**config.mk**
```make
export PLATFORM = sky130hd
export DESIGN_NAME = ptul_ram
export DESIGN_NICKNAME = d
export VERILOG_FILES = /design/src/rtl/ptul_ram.sv
export SDC_FILE = /design/constraint.sdc
export NUM_CORES = 2
export LEC_CHECK = 0
export BUFFER_PORTS_ARGS = -buffer_cell sky130_fd_sc_hd__buf_2
export CAP_MARGIN = 10
export CORE_UTILIZATION = 60
export CTS_CLUSTER_DIAMETER = 60
export DETAILED_ROUTE_END_ITERATION = 8
export GPL_ROUTABILITY_DRIVEN = 0
export PLACE_DENSITY_LB_ADDON = 0.12
export SLEW_MARGIN = 30
export SYNTH_ARGS = -nofsm -noshare
export SYNTH_HDL_FRONTEND = slang
export SYNTH_SLANG_ARGS = --single-unit
```
**constraint.sdc**
```tcl
create_clock -name aclk -period 20 [get_ports aclk]
set_input_delay 1 -clock aclk [delete_from_list [all_inputs] [get_ports aclk]]
set_output_delay 1 -clock aclk [all_outputs]
set_load 0.02 [all_outputs]
```
**src/rtl/ptul_ram.sv**
```systemverilog
`timescale 1ns / 1ps

module ptul_ram #(
    parameter int WIDTH = 128,
    parameter int DEPTH = 32,
    localparam int AW = (DEPTH > 1) ? $clog2(DEPTH) : 1
) (
    input  logic             aclk,
    input  logic             wr_en,
    input  logic [AW-1:0]    wr_addr,
    input  logic [WIDTH-1:0] wr_data,
    input  logic             rd_en,
    input  logic [AW-1:0]    rd_addr,
    output logic [WIDTH-1:0] rd_data
);

    logic [WIDTH-1:0] mem [DEPTH];
    logic [WIDTH-1:0] rd_data_reg;

    always_ff @(posedge aclk) begin
        if (wr_en) begin
            mem[wr_addr] <= wr_data;
        end
    end

    always_ff @(posedge aclk) begin
        if (rd_en) begin
            rd_data_reg <= mem[rd_addr];
        end
    end

    assign rd_data = rd_data_reg;

endmodule
```
==> impl_metrics.json <==
{
  "outcome": "finished with violations",
  "failed_checks": "design-rule violations",
  "crit_path_start_kind": "input port",
  "layout_common_cells": "edfxtp_1, mux4_2, o22ai_1, clkbuf_16, buf_2",
  "synth.top_cell.area_share_pct": 81.04,
  "ys_top_cells_by_area": "edfxtp_1, mux4_2, o22ai_1",
  "rows": 187,
  "grt_pass1_wl_um": 547300,
  "wire_per_inst_um": 36.42,
  "finalCriticalPeriod_ns": 5.037,
  "start_util_pct": 60.32,
  "worstMarginPinSlew_ns": 1.080,
  "synth_area_um2": 156500,
  "core_area_um2": 259500,
  "io_buffers": 268,
  "synthesis.nets": 6581,
  "arrival_ns": 5.75,
  "die_x_um": 512.7,
  "post_cts.repair.setup_buffers": 0,
  "cts_buffers": 428,
  "grt_max_degree": 161,
  "hpwlAfterDp_um": 175400,
  "routed_via_density": 6.899,
  "fin_crit_sh_pct": 25.18,
  "drive_gt1_share_pct": 27.93,
  "final_common_cell": "edfxtp_1",
  "hp-class": "input port to flip-flop",
  "cts_buffer_depth": 4,
  "finalSetupTns_ns": 0,
  "rsz0062_at_grt": "no",
  "yosys.area.top_type": "edfxtp_1",
  "ys_types": 27,
  "drt_iter0_markers": 9086,
  "seq_area_frac_synth_pct": 81.04,
  "critPathCaptureType": "flip-flop",
  "grt_pass1_vias": 74158,
  "cts_hold_buffers": 0,
  "cts_resized": 0,
  "clk_pin_slew_ns": 0.06,
  "cts_tree": "built",
  "syn_to_final_growth_pct": 12.42,
  "cts-root-buf": "clkbuf_16",
  "max_freq_mhz": 198.5,
  "p_leak_uw": 0.05490,
  "die_area_um2": 262900,
  "syn_avg_cell_area_um2": 24.30,
  "setup_viol": 0,
  "clock_skew_ns": 0.05528,
  "cp_max_fo": 89,
  "drc": 6,
  "clock_sink_count": 4224,
  "critPathKind": "input port to flip-flop",
  "ctsHtreeMaxLevel": 5,
  "die_h_um": 512.7,
  "largest_reg_flops": 4096,
  "utilization_pct": 67.81,
  "final_hold_viol_count": 0,
  "drtAntennaViolNets": 0,
  "pwr_density_cell_nw_per_um2": 104.8,
  "yosysWarnings": 0,
  "slew_headroom_pct": 28.00,
  "drv_cap": 0,
  "peakVddDrop_v": 0.00009881,
  "routed_wl_um": 389800,
  "dr_total_vias": 73844,
  "ioPinCount": 269,
  "firstDrtPassIters": 9,
  "synth_cells": 6440,
  "slew_viol_final": 0,
  "worstSkewPairLatency_ns": 1.01,
  "track_usage_pct": 30.01,
  "ys_ff_latch": 4224,
  "antenna_found_initial": 55,
  "gr-total-overflow": 0,
  "nNetsFinal": 7094,
  "cp.required_ns": 20.71
}
==> area by class of cell <==
| type | instances | area (um^2) |
|---|---|---|
| Fill cell | 15889 | 83520 |
| Antenna cell | 23 | 57.56 |
| Tap cell | 3402 | 4257 |
| Clock inverter | 257 | 2415 |
| Clock buffer | 498 | 11080 |
| Timing Repair Buffer | 435 | 3257 |
| Multi-Input combinational cell | 1864 | 28060 |
| Sequential cell | 4224 | 126800 |
==> through the flow <==
stage	worst slack [ns]	power, uW	instances	hold WS (ns)	cell area [um^2]
after global placement	13.77	10870	9914	0.7733	162100
final	14.96	18440	10703	0.4219	176000
after detailed placement	13.77	10900	9920	0.7724	162300
after floorplan	12.40	10570	6440	0.7237	156500
after CTS	14.81	18530	10675	0.3739	175800
after global routing	14.47	18910	10695	0.4007	175900
==> cell families (layout without fill, tap and decap cells) <==
| family | after synthesis | after routing | share of synthesized area [%] |
|---|---|---|---|
| mux | 1092 | 1092 | 14.63 |
| flops | 4224 | 4224 | 81.04 |
| other cells | 0 | 23 | 0 |
| buf+inv | 352 | 1190 | 1.245 |
| compound gates | 546 | 546 | 2.264 |
| simple gates | 226 | 226 | 0.8250 |
==> where the power goes <==
group / internal, uW / switching (uW)
registers: 9880 / 44.6
clock network: 4500 / 3240
logic: 287 / 493
==> synth_stat cells, drive strengths merged <==
cell type	instances
nand3b	6
mux4	956
and3	1
nor4	111
nand2	4
clkbuf	117
nand4	17
nor2b	3
nor2	36
or3	2
mux2i	136
buf	235
nand2b	1
nor3b	1
or3b	4
a22oi	102
or2	1
edfxtp	4224
nand3	37
and2	1
o22ai	444
and3b	1
==> metal layers <==
layer	part of all wire, %	wire length (um)	GRT usage (%)	vias to the layer above
met5	0.055	216	0	-
li1	-	-	-	29203
met4	2.9	11260	9.337	38
met2	49	192600	48.46	4063
met3	10	39650	6.300	685
met1	37	146000	41.75	39855
==> path summary, 6_finish.rpt <==
path                            slack, ns         from            to  cells after the start
worst min-delay path                 0.42        rd_en  rd_data[104]                      1
worst max register to register      18.17  mem[21][83]   rd_data[83]                      3
worst max-delay path                14.96   rd_addr[0]   rd_data[65]                      8
worst min register to register       0.75  mem[23][75]   rd_data[75]                      3
==> critical path, cell delays in order <==
cell	delay (ns)
buf_12	0.41
buf_4	0.71
buf_4	0.76
buf_4	0.76
buf_4	0.83
mux4_2	0.60
o22ai_1	0.24
nor4_1	0.10
Note: power is estimated with default switching activity, not from simulation.
